==> src/sv/tis_pkg.sv <==
// Package for the Tomasulo issue scheduler: beat types, opcode and class codes,
// unit phase codes and the instruction decode functions. No dependencies.
package tis_pkg;

    localparam int NUM_CLASSES = 4;
    localparam int CLS_W       = 2;
    localparam int SUB_W       = 2;   // holds a station or unit number within one class
    localparam int LAT_W       = 8;
    localparam int CYC_W       = 32;
    localparam int ADDR_W      = 16;
    localparam int REG_W       = 3;
    localparam int OP_W        = 5;
    localparam int CFG_IDX_W   = 3;

    localparam int DEF_STATIONS_PER_CLASS = 2;
    localparam int DEF_UNITS_PER_CLASS    = 2;

    localparam logic [CLS_W-1:0] CLS_INT = 2'd0;
    localparam logic [CLS_W-1:0] CLS_DIV = 2'd1;
    localparam logic [CLS_W-1:0] CLS_MUL = 2'd2;
    localparam logic [CLS_W-1:0] CLS_LS  = 2'd3;

    localparam logic [OP_W-1:0] OP_ALU_LAST = 5'b00111;
    localparam logic [OP_W-1:0] OP_DIV      = 5'b00100;
    localparam logic [OP_W-1:0] OP_MUL      = 5'b00101;
    localparam logic [OP_W-1:0] OP_DIVU     = 5'b00110;
    localparam logic [OP_W-1:0] OP_REM      = 5'b00111;
    localparam logic [OP_W-1:0] OP_LOAD     = 5'b01000;
    localparam logic [OP_W-1:0] OP_STORE    = 5'b01001;
    localparam logic [OP_W-1:0] OP_JR       = 5'b01110;
    localparam logic [OP_W-1:0] OP_LI_FIRST = 5'b10000;
    localparam logic [OP_W-1:0] OP_LI_LAST  = 5'b10010;

    localparam logic [CFG_IDX_W-1:0] CFG_INT_LAT = 3'd0;
    localparam logic [CFG_IDX_W-1:0] CFG_DIV_LAT = 3'd1;
    localparam logic [CFG_IDX_W-1:0] CFG_MUL_LAT = 3'd2;
    localparam logic [CFG_IDX_W-1:0] CFG_MEM_LAT = 3'd3;

    localparam logic [1:0] REQ_NONE  = 2'd0;
    localparam logic [1:0] REQ_READ  = 2'd1;
    localparam logic [1:0] REQ_WRITE = 2'd2;

    localparam logic [1:0] PH_IDLE   = 2'd0;
    localparam logic [1:0] PH_ISSUED = 2'd1;
    localparam logic [1:0] PH_EXEC   = 2'd2;
    localparam logic [1:0] PH_DONE   = 2'd3;

    typedef struct packed {
        logic        instr_valid;
        logic [15:0] instr_word;
        logic [15:0] access_address;
        logic        memory_done;
    } tis_in_t;

    typedef struct packed {
        logic        issued;
        logic        stalled;
        logic [4:0]  register_reads;
        logic [3:0]  broadcasts;
        logic [1:0]  request_kind;
        logic [15:0] request_address;
        logic [1:0]  request_count;
        logic        all_idle;
    } tis_out_t;

    typedef struct packed {
        logic [REG_W-1:0] src0;
        logic [REG_W-1:0] src1;
        logic [REG_W-1:0] dest;
        logic             has_src0;
        logic             has_src1;
        logic             has_dest;
        logic             is_store;
    } tis_dec_t;

    // One station RAM entry: everything fixed at issue.
    typedef struct packed {
        tis_dec_t          dec;
        logic [CYC_W-1:0]  issue_cycle;
        logic [ADDR_W-1:0] address;
    } tis_entry_t;

    typedef logic [NUM_CLASSES-1:0][LAT_W-1:0] tis_lat_vec_t;

    function automatic logic [CLS_W-1:0] tis_class(input logic [OP_W-1:0] op);
        logic [CLS_W-1:0] cls;
        cls = CLS_INT;
        if (op == OP_LOAD || op == OP_STORE) begin
            cls = CLS_LS;
        end else if (op == OP_MUL) begin
            cls = CLS_MUL;
        end else if (op == OP_DIV || op == OP_DIVU || op == OP_REM) begin
            cls = CLS_DIV;
        end
        return cls;
    endfunction

    function automatic tis_dec_t tis_decode(input logic [15:0] word);
        tis_dec_t        d;
        logic [OP_W-1:0] op;
        op         = word[15:11];
        d.dest     = word[10:8];
        d.src0     = word[7:5];
        d.src1     = word[4:2];
        d.has_src0 = 1'b0;
        d.has_src1 = 1'b0;
        d.has_dest = 1'b0;
        d.is_store = 1'b0;
        if (op <= OP_ALU_LAST) begin
            d.has_src0 = 1'b1;
            d.has_src1 = 1'b1;
            d.has_dest = 1'b1;
        end else if (op == OP_LOAD) begin
            d.has_src0 = 1'b1;
            d.has_dest = 1'b1;
        end else if (op == OP_STORE) begin
            d.has_src0 = 1'b1;
            d.has_src1 = 1'b1;
            d.is_store = 1'b1;
        end else if (op >= OP_LI_FIRST && op <= OP_LI_LAST) begin
            d.has_dest = 1'b1;
        end else if (op == OP_JR) begin
            d.has_src0 = 1'b1;
        end
        return d;
    endfunction

endpackage

==> src/sv/tis_sched_core.sv <==
// Scheduler sequencer: station RAM with one registered read port, station and
// unit control flops, and the per-tick walk over them. Depends on tis_pkg.
module tis_sched_core #(
    parameter int STATIONS_PER_CLASS = tis_pkg::DEF_STATIONS_PER_CLASS,
    parameter int UNITS_PER_CLASS    = tis_pkg::DEF_UNITS_PER_CLASS
) (
    input  logic                  aclk,
    input  logic                  aresetn,
    input  logic                  start,
    input  tis_pkg::tis_in_t      item,
    input  tis_pkg::tis_lat_vec_t latencies,
    input  logic                  out_ready,
    output logic                  idle,
    output logic                  done,
    output tis_pkg::tis_out_t     result
);
    import tis_pkg::*;

    localparam int NS    = NUM_CLASSES * STATIONS_PER_CLASS;
    localparam int NU    = NUM_CLASSES * UNITS_PER_CLASS;
    localparam int SI_W  = $clog2(NS);
    localparam int UI_W  = $clog2(NU);
    localparam int TAG_W = $clog2(NS + 1);
    localparam int RD_W  = $clog2(2 * NS + 1);
    localparam int BC_W  = $clog2(NU + 1);
    localparam int RC_W  = $clog2(UNITS_PER_CLASS + 1);

    localparam logic [3:0] ST_IDLE    = 4'd0;
    localparam logic [3:0] ST_ISSUE   = 4'd1;
    localparam logic [3:0] ST_MARK_RD = 4'd2;
    localparam logic [3:0] ST_MARK_PR = 4'd3;
    localparam logic [3:0] ST_REN_RD  = 4'd4;
    localparam logic [3:0] ST_REN_PR  = 4'd5;
    localparam logic [3:0] ST_EXE_RD  = 4'd6;
    localparam logic [3:0] ST_EXE_PR  = 4'd7;
    localparam logic [3:0] ST_WB_RD   = 4'd8;
    localparam logic [3:0] ST_WB_PR   = 4'd9;
    localparam logic [3:0] ST_DONE    = 4'd10;

    logic [3:0]       state_reg, state_next;
    logic [CLS_W-1:0] cls_reg, cls_next;
    logic [SUB_W-1:0] sub_reg, sub_next;
    logic [CYC_W-1:0] cycle_reg, cycle_next;
    logic             mem_busy_reg, mem_busy_next;
    tis_in_t          item_reg, item_next;

    logic [TAG_W-1:0] reg_tag_reg [8];
    logic [TAG_W-1:0] reg_tag_next [8];

    logic [NS-1:0]      st_busy_reg, st_busy_next;
    logic [NS-1:0]      st_got_reg, st_got_next;
    logic [NS-1:0]      st_first_reg, st_first_next;
    logic [NS-1:0]      st_reading_reg, st_reading_next;
    logic [NS-1:0]      st_renamed_reg, st_renamed_next;
    logic [NS-1:0][1:0] st_avail_reg, st_avail_next;
    logic [TAG_W-1:0]   st_tag_reg [NS][2];
    logic [TAG_W-1:0]   st_tag_next [NS][2];

    logic [NU-1:0]    un_busy_reg, un_busy_next;
    logic [NU-1:0]    un_ready_reg, un_ready_next;
    logic [1:0]       un_phase_reg [NU];
    logic [1:0]       un_phase_next [NU];
    logic [LAT_W-1:0] un_count_reg [NU];
    logic [LAT_W-1:0] un_count_next [NU];
    logic [SI_W-1:0]  un_station_reg [NU];
    logic [SI_W-1:0]  un_station_next [NU];

    logic              oldest_valid_reg, oldest_valid_next;
    logic [SUB_W-1:0]  oldest_sub_reg, oldest_sub_next;
    logic [CYC_W-1:0]  best_age_reg, best_age_next;

    logic              issued_reg, issued_next;
    logic              stalled_reg, stalled_next;
    logic [RD_W-1:0]   reads_reg, reads_next;
    logic [BC_W-1:0]   bcast_reg, bcast_next;
    logic [1:0]        kind_reg, kind_next;
    logic [ADDR_W-1:0] addr_reg, addr_next;
    logic [RC_W-1:0]   rcount_reg, rcount_next;

    // Station RAM
    tis_entry_t       st_mem [NS];
    tis_entry_t       rd_data_reg;
    logic             mem_we;
    logic [SI_W-1:0]  mem_wa;
    tis_entry_t       mem_wd;
    logic [SI_W-1:0]  mem_ra;

    logic [SI_W-1:0]  st_idx;
    logic [UI_W-1:0]  un_idx;
    logic             last_st_sub;
    logic             last_un_sub;

    assign st_idx = SI_W'(int'(cls_reg) * STATIONS_PER_CLASS + int'(sub_reg));
    assign un_idx = UI_W'(int'(cls_reg) * UNITS_PER_CLASS + int'(sub_reg));
    assign last_st_sub = (sub_reg == SUB_W'(STATIONS_PER_CLASS - 1));
    assign last_un_sub = (sub_reg == SUB_W'(UNITS_PER_CLASS - 1));

    always_ff @(posedge aclk) begin
        if (mem_we) begin
            st_mem[mem_wa] <= mem_wd;
        end
        rd_data_reg <= st_mem[mem_ra];
    end

    always_comb begin
        tis_dec_t          dec;
        logic [CLS_W-1:0]  icls;
        logic              found;
        logic [SI_W-1:0]   si;
        logic [UI_W-1:0]   ui;
        logic              ov;
        logic [SUB_W-1:0]  osub;
        logic [CYC_W-1:0]  best;
        logic [CYC_W-1:0]  age;
        logic              a0;
        logic              a1;
        logic [TAG_W-1:0]  t0;
        logic [TAG_W-1:0]  t1;
        logic [RD_W-1:0]   radd;
        logic [LAT_W-1:0]  lat;
        logic [LAT_W-1:0]  cnt;
        logic [SI_W-1:0]   sid;
        logic [TAG_W-1:0]  tagv;

        dec   = '0;
        icls  = CLS_INT;
        found = 1'b0;
        si    = '0;
        ui    = '0;
        ov    = 1'b0;
        osub  = '0;
        best  = '0;
        age   = '0;
        a0    = 1'b0;
        a1    = 1'b0;
        t0    = '0;
        t1    = '0;
        radd  = '0;
        lat   = '0;
        cnt   = '0;
        sid   = '0;
        tagv  = '0;

        state_next        = state_reg;
        cls_next          = cls_reg;
        sub_next          = sub_reg;
        cycle_next        = cycle_reg;
        mem_busy_next     = mem_busy_reg;
        item_next         = item_reg;
        reg_tag_next      = reg_tag_reg;
        st_busy_next      = st_busy_reg;
        st_got_next       = st_got_reg;
        st_first_next     = st_first_reg;
        st_reading_next   = st_reading_reg;
        st_renamed_next   = st_renamed_reg;
        st_avail_next     = st_avail_reg;
        st_tag_next       = st_tag_reg;
        un_busy_next      = un_busy_reg;
        un_ready_next     = un_ready_reg;
        un_phase_next     = un_phase_reg;
        un_count_next     = un_count_reg;
        un_station_next   = un_station_reg;
        oldest_valid_next = oldest_valid_reg;
        oldest_sub_next   = oldest_sub_reg;
        best_age_next     = best_age_reg;
        issued_next       = issued_reg;
        stalled_next      = stalled_reg;
        reads_next        = reads_reg;
        bcast_next        = bcast_reg;
        kind_next         = kind_reg;
        addr_next         = addr_reg;
        rcount_next       = rcount_reg;
        mem_we            = 1'b0;
        mem_wa            = '0;
        mem_wd            = '0;
        mem_ra            = '0;
        done              = 1'b0;

        unique case (state_reg)
            ST_IDLE: begin
                if (start) begin
                    item_next    = item;
                    cycle_next   = cycle_reg + 1'b1;
                    if (item.memory_done) begin
                        mem_busy_next = 1'b0;
                    end
                    issued_next  = 1'b0;
                    stalled_next = 1'b0;
                    reads_next   = '0;
                    bcast_next   = '0;
                    kind_next    = REQ_NONE;
                    addr_next    = '0;
                    rcount_next  = '0;
                    state_next   = ST_ISSUE;
                end
            end

            ST_ISSUE: begin
                dec  = tis_decode(item_reg.instr_word);
                icls = tis_class(item_reg.instr_word[15:11]);
                if (item_reg.instr_valid) begin
                    stalled_next = 1'b1;
                    for (int k = 0; k < STATIONS_PER_CLASS; k++) begin
                        if (!found) begin
                            si = SI_W'(int'(icls) * STATIONS_PER_CLASS + k);
                            if (!st_busy_reg[si]) begin
                                found               = 1'b1;
                                mem_we              = 1'b1;
                                mem_wa              = si;
                                mem_wd.dec          = dec;
                                mem_wd.issue_cycle  = cycle_reg;
                                mem_wd.address      = item_reg.access_address;
                                st_busy_next[si]    = 1'b1;
                                st_got_next[si]     = 1'b0;
                                st_first_next[si]   = 1'b0;
                                st_reading_next[si] = 1'b0;
                                st_renamed_next[si] = 1'b0;
                                st_avail_next[si]   = 2'b00;
                                issued_next         = 1'b1;
                                stalled_next        = 1'b0;
                            end
                        end
                    end
                end
                sub_next          = '0;
                oldest_valid_next = 1'b0;
                state_next        = ST_MARK_RD;
            end

            ST_MARK_RD: begin
                mem_ra     = SI_W'(int'(CLS_LS) * STATIONS_PER_CLASS + int'(sub_reg));
                state_next = ST_MARK_PR;
            end

            ST_MARK_PR: begin
                si   = SI_W'(int'(CLS_LS) * STATIONS_PER_CLASS + int'(sub_reg));
                ov   = oldest_valid_reg;
                osub = oldest_sub_reg;
                best = best_age_reg;
                if (st_busy_reg[si] && !st_got_reg[si]) begin
                    // wrap-safe age; strict compare keeps the lowest index on a tie
                    age = cycle_reg - rd_data_reg.issue_cycle;
                    if (!ov || age > best) begin
                        ov   = 1'b1;
                        osub = sub_reg;
                        best = age;
                    end
                end
                oldest_valid_next = ov;
                oldest_sub_next   = osub;
                best_age_next     = best;
                if (last_st_sub) begin
                    if (ov) begin
                        st_first_next[SI_W'(int'(CLS_LS) * STATIONS_PER_CLASS + int'(osub))] = 1'b1;
                    end
                    cls_next   = CLS_INT;
                    sub_next   = '0;
                    state_next = ST_REN_RD;
                end else begin
                    sub_next   = sub_reg + 1'b1;
                    state_next = ST_MARK_RD;
                end
            end

            ST_REN_RD: begin
                mem_ra     = st_idx;
                state_next = ST_REN_PR;
            end

            ST_REN_PR: begin
                if (st_busy_reg[st_idx] && !st_got_reg[st_idx]) begin
                    if (!st_reading_reg[st_idx]) begin
                        st_reading_next[st_idx] = 1'b1;
                    end else begin
                        a0 = st_avail_reg[st_idx][0];
                        a1 = st_avail_reg[st_idx][1];
                        if (!st_renamed_reg[st_idx]) begin
                            // sources capture their tags before the destination is renamed
                            radd = '0;
                            if (rd_data_reg.dec.has_src0) begin
                                t0 = reg_tag_reg[rd_data_reg.dec.src0];
                                st_tag_next[st_idx][0] = t0;
                                a0   = (t0 == '0);
                                radd = radd + 1'b1;
                            end else begin
                                a0 = 1'b1;
                            end
                            if (rd_data_reg.dec.has_src1) begin
                                t1 = reg_tag_reg[rd_data_reg.dec.src1];
                                st_tag_next[st_idx][1] = t1;
                                a1   = (t1 == '0);
                                radd = radd + 1'b1;
                            end else begin
                                a1 = 1'b1;
                            end
                            reads_next = reads_reg + radd;
                            if (rd_data_reg.dec.has_dest) begin
                                reg_tag_next[rd_data_reg.dec.dest] = TAG_W'(st_idx) + 1'b1;
                            end
                            st_renamed_next[st_idx] = 1'b1;
                            st_avail_next[st_idx]   = {a1, a0};
                        end
                        if (a0 && a1 && (cls_reg != CLS_LS || st_first_reg[st_idx])) begin
                            for (int j = 0; j < UNITS_PER_CLASS; j++) begin
                                if (!found) begin
                                    ui = UI_W'(int'(cls_reg) * UNITS_PER_CLASS + j);
                                    if (!un_busy_reg[ui]) begin
                                        found               = 1'b1;
                                        un_busy_next[ui]    = 1'b1;
                                        un_ready_next[ui]   = 1'b0;
                                        un_phase_next[ui]   = PH_ISSUED;
                                        un_count_next[ui]   = '0;
                                        un_station_next[ui] = st_idx;
                                        st_got_next[st_idx] = 1'b1;
                                    end
                                end
                            end
                        end
                    end
                end
                if (last_st_sub) begin
                    sub_next = '0;
                    if (cls_reg == CLS_LS) begin
                        cls_next   = CLS_INT;
                        state_next = ST_EXE_RD;
                    end else begin
                        cls_next   = cls_reg + 1'b1;
                        state_next = ST_REN_RD;
                    end
                end else begin
                    sub_next   = sub_reg + 1'b1;
                    state_next = ST_REN_RD;
                end
            end

            ST_EXE_RD: begin
                mem_ra     = un_station_reg[un_idx];
                state_next = ST_EXE_PR;
            end

            ST_EXE_PR: begin
                if (un_busy_reg[un_idx] && !un_ready_reg[un_idx]) begin
                    if (un_phase_reg[un_idx] == PH_ISSUED) begin
                        un_phase_next[un_idx] = PH_EXEC;
                    end else if (un_phase_reg[un_idx] == PH_EXEC) begin
                        lat = latencies[cls_reg];
                        if (lat == '0) begin
                            lat = LAT_W'(1);
                        end
                        cnt = un_count_reg[un_idx];
                        if (cnt != '1) begin
                            cnt = cnt + 1'b1;
                        end
                        un_count_next[un_idx] = cnt;
                        if (cnt >= lat) begin
                            un_ready_next[un_idx] = 1'b1;
                            if (cls_reg == CLS_LS) begin
                                if (rcount_reg == '0) begin
                                    kind_next = rd_data_reg.dec.is_store ? REQ_WRITE : REQ_READ;
                                    addr_next = rd_data_reg.address;
                                end
                                rcount_next   = rcount_reg + 1'b1;
                                mem_busy_next = 1'b1;
                            end
                        end
                    end
                end
                if (last_un_sub) begin
                    sub_next = '0;
                    if (cls_reg == CLS_LS) begin
                        cls_next   = CLS_INT;
                        state_next = ST_WB_RD;
                    end else begin
                        cls_next   = cls_reg + 1'b1;
                        state_next = ST_EXE_RD;
                    end
                end else begin
                    sub_next   = sub_reg + 1'b1;
                    state_next = ST_EXE_RD;
                end
            end

            ST_WB_RD: begin
                mem_ra     = un_station_reg[un_idx];
                state_next = ST_WB_PR;
            end

            ST_WB_PR: begin
                if (un_ready_reg[un_idx]) begin
                    if (un_phase_reg[un_idx] == PH_EXEC) begin
                        un_phase_next[un_idx] = PH_DONE;
                    end else if (un_phase_reg[un_idx] == PH_DONE &&
                                 !(cls_reg == CLS_LS && mem_busy_reg)) begin
                        sid  = un_station_reg[un_idx];
                        tagv = TAG_W'(sid) + 1'b1;
                        un_busy_next[un_idx]  = 1'b0;
                        un_ready_next[un_idx] = 1'b0;
                        un_phase_next[un_idx] = PH_IDLE;
                        st_busy_next[sid]     = 1'b0;
                        st_got_next[sid]      = 1'b0;
                        st_first_next[sid]    = 1'b0;
                        bcast_next            = bcast_reg + 1'b1;
                        if (rd_data_reg.dec.has_dest) begin
                            // wake every renamed waiter on this tag
                            for (int j = 0; j < NS; j++) begin
                                if (st_busy_reg[j] && !st_got_reg[j] && st_renamed_reg[j]) begin
                                    for (int k = 0; k < 2; k++) begin
                                        if (!st_avail_reg[j][k] && st_tag_reg[j][k] == tagv) begin
                                            st_avail_next[j][k] = 1'b1;
                                        end
                                    end
                                end
                            end
                            if (reg_tag_reg[rd_data_reg.dec.dest] == tagv) begin
                                reg_tag_next[rd_data_reg.dec.dest] = '0;
                            end
                        end
                    end
                end
                if (last_un_sub) begin
                    sub_next = '0;
                    if (cls_reg == CLS_LS) begin
                        cls_next   = CLS_INT;
                        state_next = ST_DONE;
                    end else begin
                        cls_next   = cls_reg + 1'b1;
                        state_next = ST_WB_RD;
                    end
                end else begin
                    sub_next   = sub_reg + 1'b1;
                    state_next = ST_WB_RD;
                end
            end

            ST_DONE: begin
                // hold until the output register can take the beat
                if (out_ready) begin
                    done       = 1'b1;
                    state_next = ST_IDLE;
                end
            end

            default: begin
                state_next = ST_IDLE;
            end
        endcase
    end

    always_ff @(posedge aclk) begin
        if (!aresetn) begin
            state_reg      <= ST_IDLE;
            cls_reg        <= CLS_INT;
            sub_reg        <= '0;
            cycle_reg      <= '0;
            mem_busy_reg   <= 1'b0;
            st_busy_reg    <= '0;
            st_got_reg     <= '0;
            st_first_reg   <= '0;
            st_reading_reg <= '0;
            st_renamed_reg <= '0;
            st_avail_reg   <= '0;
            un_busy_reg    <= '0;
            un_ready_reg   <= '0;
            for (int r = 0; r < 8; r++) begin
                reg_tag_reg[r] <= '0;
            end
            for (int u = 0; u < NU; u++) begin
                un_phase_reg[u] <= PH_IDLE;
            end
        end else begin
            state_reg      <= state_next;
            cls_reg        <= cls_next;
            sub_reg        <= sub_next;
            cycle_reg      <= cycle_next;
            mem_busy_reg   <= mem_busy_next;
            st_busy_reg    <= st_busy_next;
            st_got_reg     <= st_got_next;
            st_first_reg   <= st_first_next;
            st_reading_reg <= st_reading_next;
            st_renamed_reg <= st_renamed_next;
            st_avail_reg   <= st_avail_next;
            un_busy_reg    <= un_busy_next;
            un_ready_reg   <= un_ready_next;
            reg_tag_reg    <= reg_tag_next;
            un_phase_reg   <= un_phase_next;
        end
    end

    always_ff @(posedge aclk) begin
        item_reg         <= item_next;
        st_tag_reg       <= st_tag_next;
        un_count_reg     <= un_count_next;
        un_station_reg   <= un_station_next;
        oldest_valid_reg <= oldest_valid_next;
        oldest_sub_reg   <= oldest_sub_next;
        best_age_reg     <= best_age_next;
        issued_reg       <= issued_next;
        stalled_reg      <= stalled_next;
        reads_reg        <= reads_next;
        bcast_reg        <= bcast_next;
        kind_reg         <= kind_next;
        addr_reg         <= addr_next;
        rcount_reg       <= rcount_next;
    end

    assign idle = (state_reg == ST_IDLE);

    always_comb begin
        result.issued          = issued_reg;
        result.stalled         = stalled_reg;
        result.register_reads  = 5'(reads_reg);
        result.broadcasts      = 4'(bcast_reg);
        result.request_kind    = kind_reg;
        result.request_address = addr_reg;
        result.request_count   = 2'(rcount_reg);
        result.all_idle        = !mem_busy_reg && (st_busy_reg == '0);
    end

    // Assertions
    a_idle_holds: assert property (@(posedge aclk) disable iff (!aresetn)
        (state_reg == ST_IDLE && !start) |=> (state_reg == ST_IDLE))
        else $error("sequencer left idle without a start");

    a_done_returns: assert property (@(posedge aclk) disable iff (!aresetn)
        done |=> (state_reg == ST_IDLE && $past(state_reg) == ST_DONE))
        else $error("result beat not followed by idle");

    for (genvar r = 0; r < 8; r++) begin : g_tag_chk
        a_tag_owner: assert property (@(posedge aclk) disable iff (!aresetn)
            (state_reg == ST_IDLE && reg_tag_reg[r] != '0)
            |-> st_busy_reg[SI_W'(reg_tag_reg[r] - 1'b1)])
            else $error("register tag names a free station");
    end

    for (genvar u = 0; u < NU; u++) begin : g_unit_chk
        a_unit_owner: assert property (@(posedge aclk) disable iff (!aresetn)
            (state_reg == ST_IDLE && un_busy_reg[u])
            |-> (st_busy_reg[un_station_reg[u]] && st_got_reg[un_station_reg[u]]))
            else $error("busy unit holds a station that does not own it");
    end

endmodule

==> src/sv/tomasulo_issue_scheduler.sv <==
// Top level of the Tomasulo issue scheduler: latency registers, input handshake
// and result register. Depends on tis_pkg and tis_sched_core.
//
// Each input beat is one clock tick of a Tomasulo timing model and yields one
// result beat. A tick is handled by a sequencer that walks the load/store
// stations, then every station, then every unit in an execute and a writeback
// pass, all through the single read port of the station RAM, with one read
// state and one update state per entry. A finished result sits in its own
// register, so the next tick is taken while that beat waits. The latency
// registers are written only while the sequencer is idle; cfg_ready is low
// during a tick.
module tomasulo_issue_scheduler #(
    parameter int STATIONS_PER_CLASS = tis_pkg::DEF_STATIONS_PER_CLASS,
    parameter int UNITS_PER_CLASS    = tis_pkg::DEF_UNITS_PER_CLASS
) (
    input  logic                             aclk,
    input  logic                             aresetn,
    input  logic                             s_valid,
    output logic                             s_ready,
    input  tis_pkg::tis_in_t                 s_data,
    output logic                             m_valid,
    input  logic                             m_ready,
    output tis_pkg::tis_out_t                m_data,
    input  logic                             cfg_valid,
    output logic                             cfg_ready,
    input  logic [tis_pkg::CFG_IDX_W-1:0]    cfg_index,
    input  logic [tis_pkg::LAT_W-1:0]        cfg_data
);
    import tis_pkg::*;

    tis_lat_vec_t lat_reg, lat_next;
    logic         m_valid_reg, m_valid_next;
    tis_out_t     m_data_reg;
    logic         core_idle;
    logic         core_done;
    logic         out_ready;
    tis_out_t     core_result;

    assign cfg_ready = core_idle;
    assign s_ready   = core_idle;
    assign out_ready = !m_valid_reg || m_ready;

    always_comb begin
        lat_next = lat_reg;
        if (cfg_valid && cfg_ready) begin
            unique case (cfg_index)
                CFG_INT_LAT: lat_next[CLS_INT] = cfg_data;
                CFG_DIV_LAT: lat_next[CLS_DIV] = cfg_data;
                CFG_MUL_LAT: lat_next[CLS_MUL] = cfg_data;
                CFG_MEM_LAT: lat_next[CLS_LS]  = cfg_data;
                default: begin
                    // drop writes beyond the register list
                end
            endcase
        end
    end

    always_comb begin
        m_valid_next = m_valid_reg;
        if (core_done) begin
            m_valid_next = 1'b1;
        end else if (m_ready) begin
            m_valid_next = 1'b0;
        end
    end

    always_ff @(posedge aclk) begin
        if (!aresetn) begin
            for (int c = 0; c < NUM_CLASSES; c++) begin
                lat_reg[c] <= LAT_W'(1);
            end
            m_valid_reg <= 1'b0;
        end else begin
            lat_reg     <= lat_next;
            m_valid_reg <= m_valid_next;
        end
    end

    always_ff @(posedge aclk) begin
        if (core_done) begin
            m_data_reg <= core_result;
        end
    end

    assign m_valid = m_valid_reg;
    assign m_data  = m_data_reg;

    tis_sched_core #(
        .STATIONS_PER_CLASS (STATIONS_PER_CLASS),
        .UNITS_PER_CLASS    (UNITS_PER_CLASS)
    ) u_core (
        .aclk      (aclk),
        .aresetn   (aresetn),
        .start     (s_valid && core_idle),
        .item      (s_data),
        .latencies (lat_reg),
        .out_ready (out_ready),
        .idle      (core_idle),
        .done      (core_done),
        .result    (core_result)
    );

endmodule

==> config.mk <==
export PLATFORM = sky130hd
export DESIGN_NAME = tomasulo_issue_scheduler
export DESIGN_NICKNAME = d
export VERILOG_FILES = /design/src/sv/tis_pkg.sv /design/src/sv/tis_sched_core.sv /design/src/sv/tomasulo_issue_scheduler.sv
export SDC_FILE = /design/constraint.sdc
export NUM_CORES = 2
export LEC_CHECK = 0
export ABC_AREA = 1
export BUFFER_PORTS_ARGS = -buffer_cell sky130_fd_sc_hd__buf_2
export CAP_MARGIN = 20
export CORE_MARGIN = 10
export CORE_UTILIZATION = 53
export DETAILED_ROUTE_END_ITERATION = 8
export PLACE_DENSITY = 0.72
export SKIP_LAST_GASP = 1
export SLEW_MARGIN = 20
export SYNTH_ARGS = -nofsm -noshare
export SYNTH_HDL_FRONTEND = slang
export SYNTH_SLANG_ARGS = --single-unit
==> constraint.sdc <==
create_clock -name aclk -period 5.85 [get_ports aclk]
set_input_delay 0.8775 -clock aclk [delete_from_list [all_inputs] [get_ports aclk]]
set_output_delay 0.8775 -clock aclk [all_outputs]
set_load 0.03 [all_outputs]
==> impl_results.md <==
- Area used by multi-input combinational logic: 16700 sq um
- Total design power: between 15 and 20 mW
- CTS Sinks: 1024
- Initial Util: 0.532
- Max reg flops: 488
- Static leakage: ~21 nW
- DR vias: roughly 37000
- Setup_tns: 0 ns
- # rows: ~110
- Post-Synthesis Cells: roughly 5300
- Starting DRT DRC Count: between 4000 and 5000
- IO buf count: just over 80
- Max-cap violations: 0
- Maximum clock frequency: approximately 190 MHz
- First-pass GRT wire length: slightly below 200000 um
- Worst Tran Pin Value: ~1.0 ns
- Int Pwr: between 10 and 15 mW
- Hold_sp: s_data[26]
- Post-DR wirelength/cell: approximately 19 um
- CP startpoint: u_core.cls_reg[1]
- Combinational share of power: 0.089
- Share of cells above drive strength 1: 0.0790
- Boundary pin count: 85
- Final Cell Area: about 54000 sq um
- Path type of the worst min-delay path: input port to register
- Largest net degree at the start of global routing: between 100 and 150
- Synth Net Count: 5438
- Post-CTS sizing: 0
- Setup Skew: between 0.04 and 0.05 ns
- Seq cells post-synth: roughly 1000
- Post-CTS Setup Bufs: 0
- Util after Layout: 0.587
- Max Fanout on Critical Path: 20
- Syn avg cell area: about 9 sq um
- CP startpoint kind: register
- Detailed-route DRC error count: 0
- Cell area after placement: about 50000 sq um
- Die Area: about 100000 sq um
- DRT Pass-1 Iters: 7
- Synthesis-to-layout area growth: 10.4%
- Vias in the first global route: between 30000 and 40000
- RSZ-0062 raised after global routing: false
- Total grt overflow: 0
- Detailed-route wire length: ~130000 um
- Synthesized cell area: slightly below 50000 sq um
- Crit Path Class: register to register
- Peak supply drop: around 0.4 mV
- DIE HEIGHT: roughly 320 um
- Fill cells: just under 8000
- Req. time, crit path: about 6.2 ns
- NetSw: approximately 4.0 mW
- Root Buffer: clkbuf_16
- Crit Reg-Reg Startpoint: u_core.cls_reg[1]
- Min Hold Slack: approximately 0.35 ns
- Register area: about 28000 sq um
- Final setup viols: 0
- Power share of the clock group: 0.407
- Sequential area share after synthesis: 0.580
- CTS Buffer Depth: 3
- Die width: between 300 and 400 um
- # nets final: between 5000 and 6000
- Synth Flop Type: edfxtp_1
- CTS tree: done
- Rel. slew slack: 0.321
- Min Tclk post-route: approximately 5.2 ns
- Layout Cells excl Fill: ~6600
- Initial antenna violation count: 3
- Antenna Nets Post-Route: 0
- Arrival @ worst endpoint: ~5.6 ns
- DR vias/cell: around 5.7
- Distinct cell type count after synthesis: 64
- Core Area: 91400 sq um
- Total GRT Usage: 0.238
- Clock Latency Late Sink: about 0.71 ns
- Switching Fraction: 0.250
- Place WS: ~0.78 ns
- DP HPWL: ~80000 um
- TritonCTS Buffers: ~100
- CP endpoint kind: register
- Fin crit share: 0.889
- Power Density: 300 nW/um^2
- H-Tree Depth: 3
- Number of synthesized flops with an enable pin: about 770
- Fraction of registers with async set/reset: 0
- Final hold vios: 0
- Total number of yosys warnings: 0
- Fin. max-slew vios: 0
- Clk slew on worst S/H paths: approximately 0.060 ns
- Outcome: finished clean
- Post-CTS Hold Buffers: 0
- GP Congestion: 0.949
- PnR worst setup slack: between 0.6 and 0.7 ns
- Power share of the sequential group: 0.503
- Placed Cells: approximately 6400
kinds of logic (layout without fill, tap and decap cells):
kind of cell	count (synthesis)	count (layout)	synth area share
other cells	0	2	0
simple gates	2131	2131	0.185
fa+ha+maj	87	87	0.0227
flops	1024	1024	0.580
buf+inv	960	1089	0.0796
xor+xnor	69	69	0.0124
compound gates	1030	1030	0.120
cells in the mapped netlist (7+ instances only):
library cell / number / area, sq um
o211ai_1: 152 / 1140
nor4_1: 18 / 113
o31ai_1: 9 / 67.6
xor2_1: 36 / 315
a31oi_1: 7 / 43.8
nor2_1: 423 / 1590
o21ai_0: 378 / 1890
o311ai_0: 7 / 61.3
ha_1: 85 / 1060
a21oi_1: 358 / 1790
o21ai_1: 22 / 110
nand3_1: 326 / 1630
buf_2: 67 / 335
a211oi_1: 14 / 105
nand2_2: 13 / 81.3
clkbuf_1: 115 / 432
inv_1: 711 / 2670
nor2_2: 10 / 62.6
buf_1: 15 / 56.3
nor3_1: 37 / 185
o21a_1: 10 / 75.1
nand3_2: 8 / 80.1
dfxtp_1: 255 / 5100
nand2_1: 1195 / 4490
a21boi_0: 7 / 52.6
a22oi_1: 10 / 75.1
buf_4: 19 / 143
xnor2_1: 33 / 289
inv_2: 14 / 52.6
nand4_1: 55 / 344
or2_2: 14 / 87.6
edfxtp_1: 769 / 23100
buf_6: 14 / 158
a32o_1: 7 / 70.1
o22ai_1: 25 / 156
layout make-up:
type	instances	share of cell area
diodes	2	0.0000933
multi-input cells	3317	0.311
clock buffers	138	0.0526
well taps	1186	0.0277
flip-flops and latches	1024	0.525
repair buffers	162	0.0219
inverters	730	0.0513
clock inverters	59	0.0102
power by group through the flow:
stage / logic, mW / clock network (mW) / registers (mW)
after floorplan: 1.01 / 0 / 8.19
after global placement: 1.39 / 0 / 8.26
after detailed placement: 1.42 / 0 / 8.27
after CTS: 1.43 / 6.65 / 8.11
after global routing: 1.61 / 6.95 / 8.13
final: 1.44 / 6.57 / 8.12
metal layers:
layer  track usage  vias up  wire [um]
met5             0        -         13
met3        0.0367      286      10400
met1         0.322    17633      53300
li1              -    17950          -
met4        0.0863        2       3890
met2         0.385     1571      58200
placed cells by master (no fill, tap or decap), drive strengths merged, types with 6 or more instances in the layout:
cell type and count:
edfxtp 769, nand3b 7, a32o 7, o21a 10, a211oi 14, dfxtp 255
a21o 6, clkinvlp 6, o22ai 25, and2 6, ha 85, xor2 36
a21boi 7, bufinv 6, inv 731, nand4 56, o311ai 7, nand3 339
o31ai 9, o211ai 152, a21oi 361, o21ai 401, clkbuf 138, buf 162
nand2 1209, a31oi 7, a22oi 11, clkinv 46, nor2 436, or2 15
nor3 42, nor4 19, xnor2 33
critical path: stages (launching register included):
cell	delay (ns)
dfxtp_1	0.75
inv_6	0.19
nand2_1	0.11
nand2_1	0.33
nor2_4	0.23
nand2_2	0.25
o22ai_1	0.21
inv_1	0.06
nand4_1	0.19
ha_1	0.23
inv_1	0.09
nor2_4	0.19
nand2_4	0.13
nand2_2	0.16
nand2_1	0.11
ha_1	0.22
inv_1	0.05
a21oi_1	0.05
o21ai_0	0.15
nand2_1	0.07
nand4_1	0.31
nand2_1	0.15
nor4_2	0.25
buf_4	0.31
worst paths after layout:
kind	slack, ns	endpoint	depth (start not counted)
worst min register to register	0.42	m_data[12]	0
worst max register to register	0.65	u_core.addr_reg[13]	23
worst max-delay path	0.65	u_core.addr_reg[13]	23
worst min-delay path	0.35	u_core.item_reg[26]	1
Power figures use the tool's default switching activity.
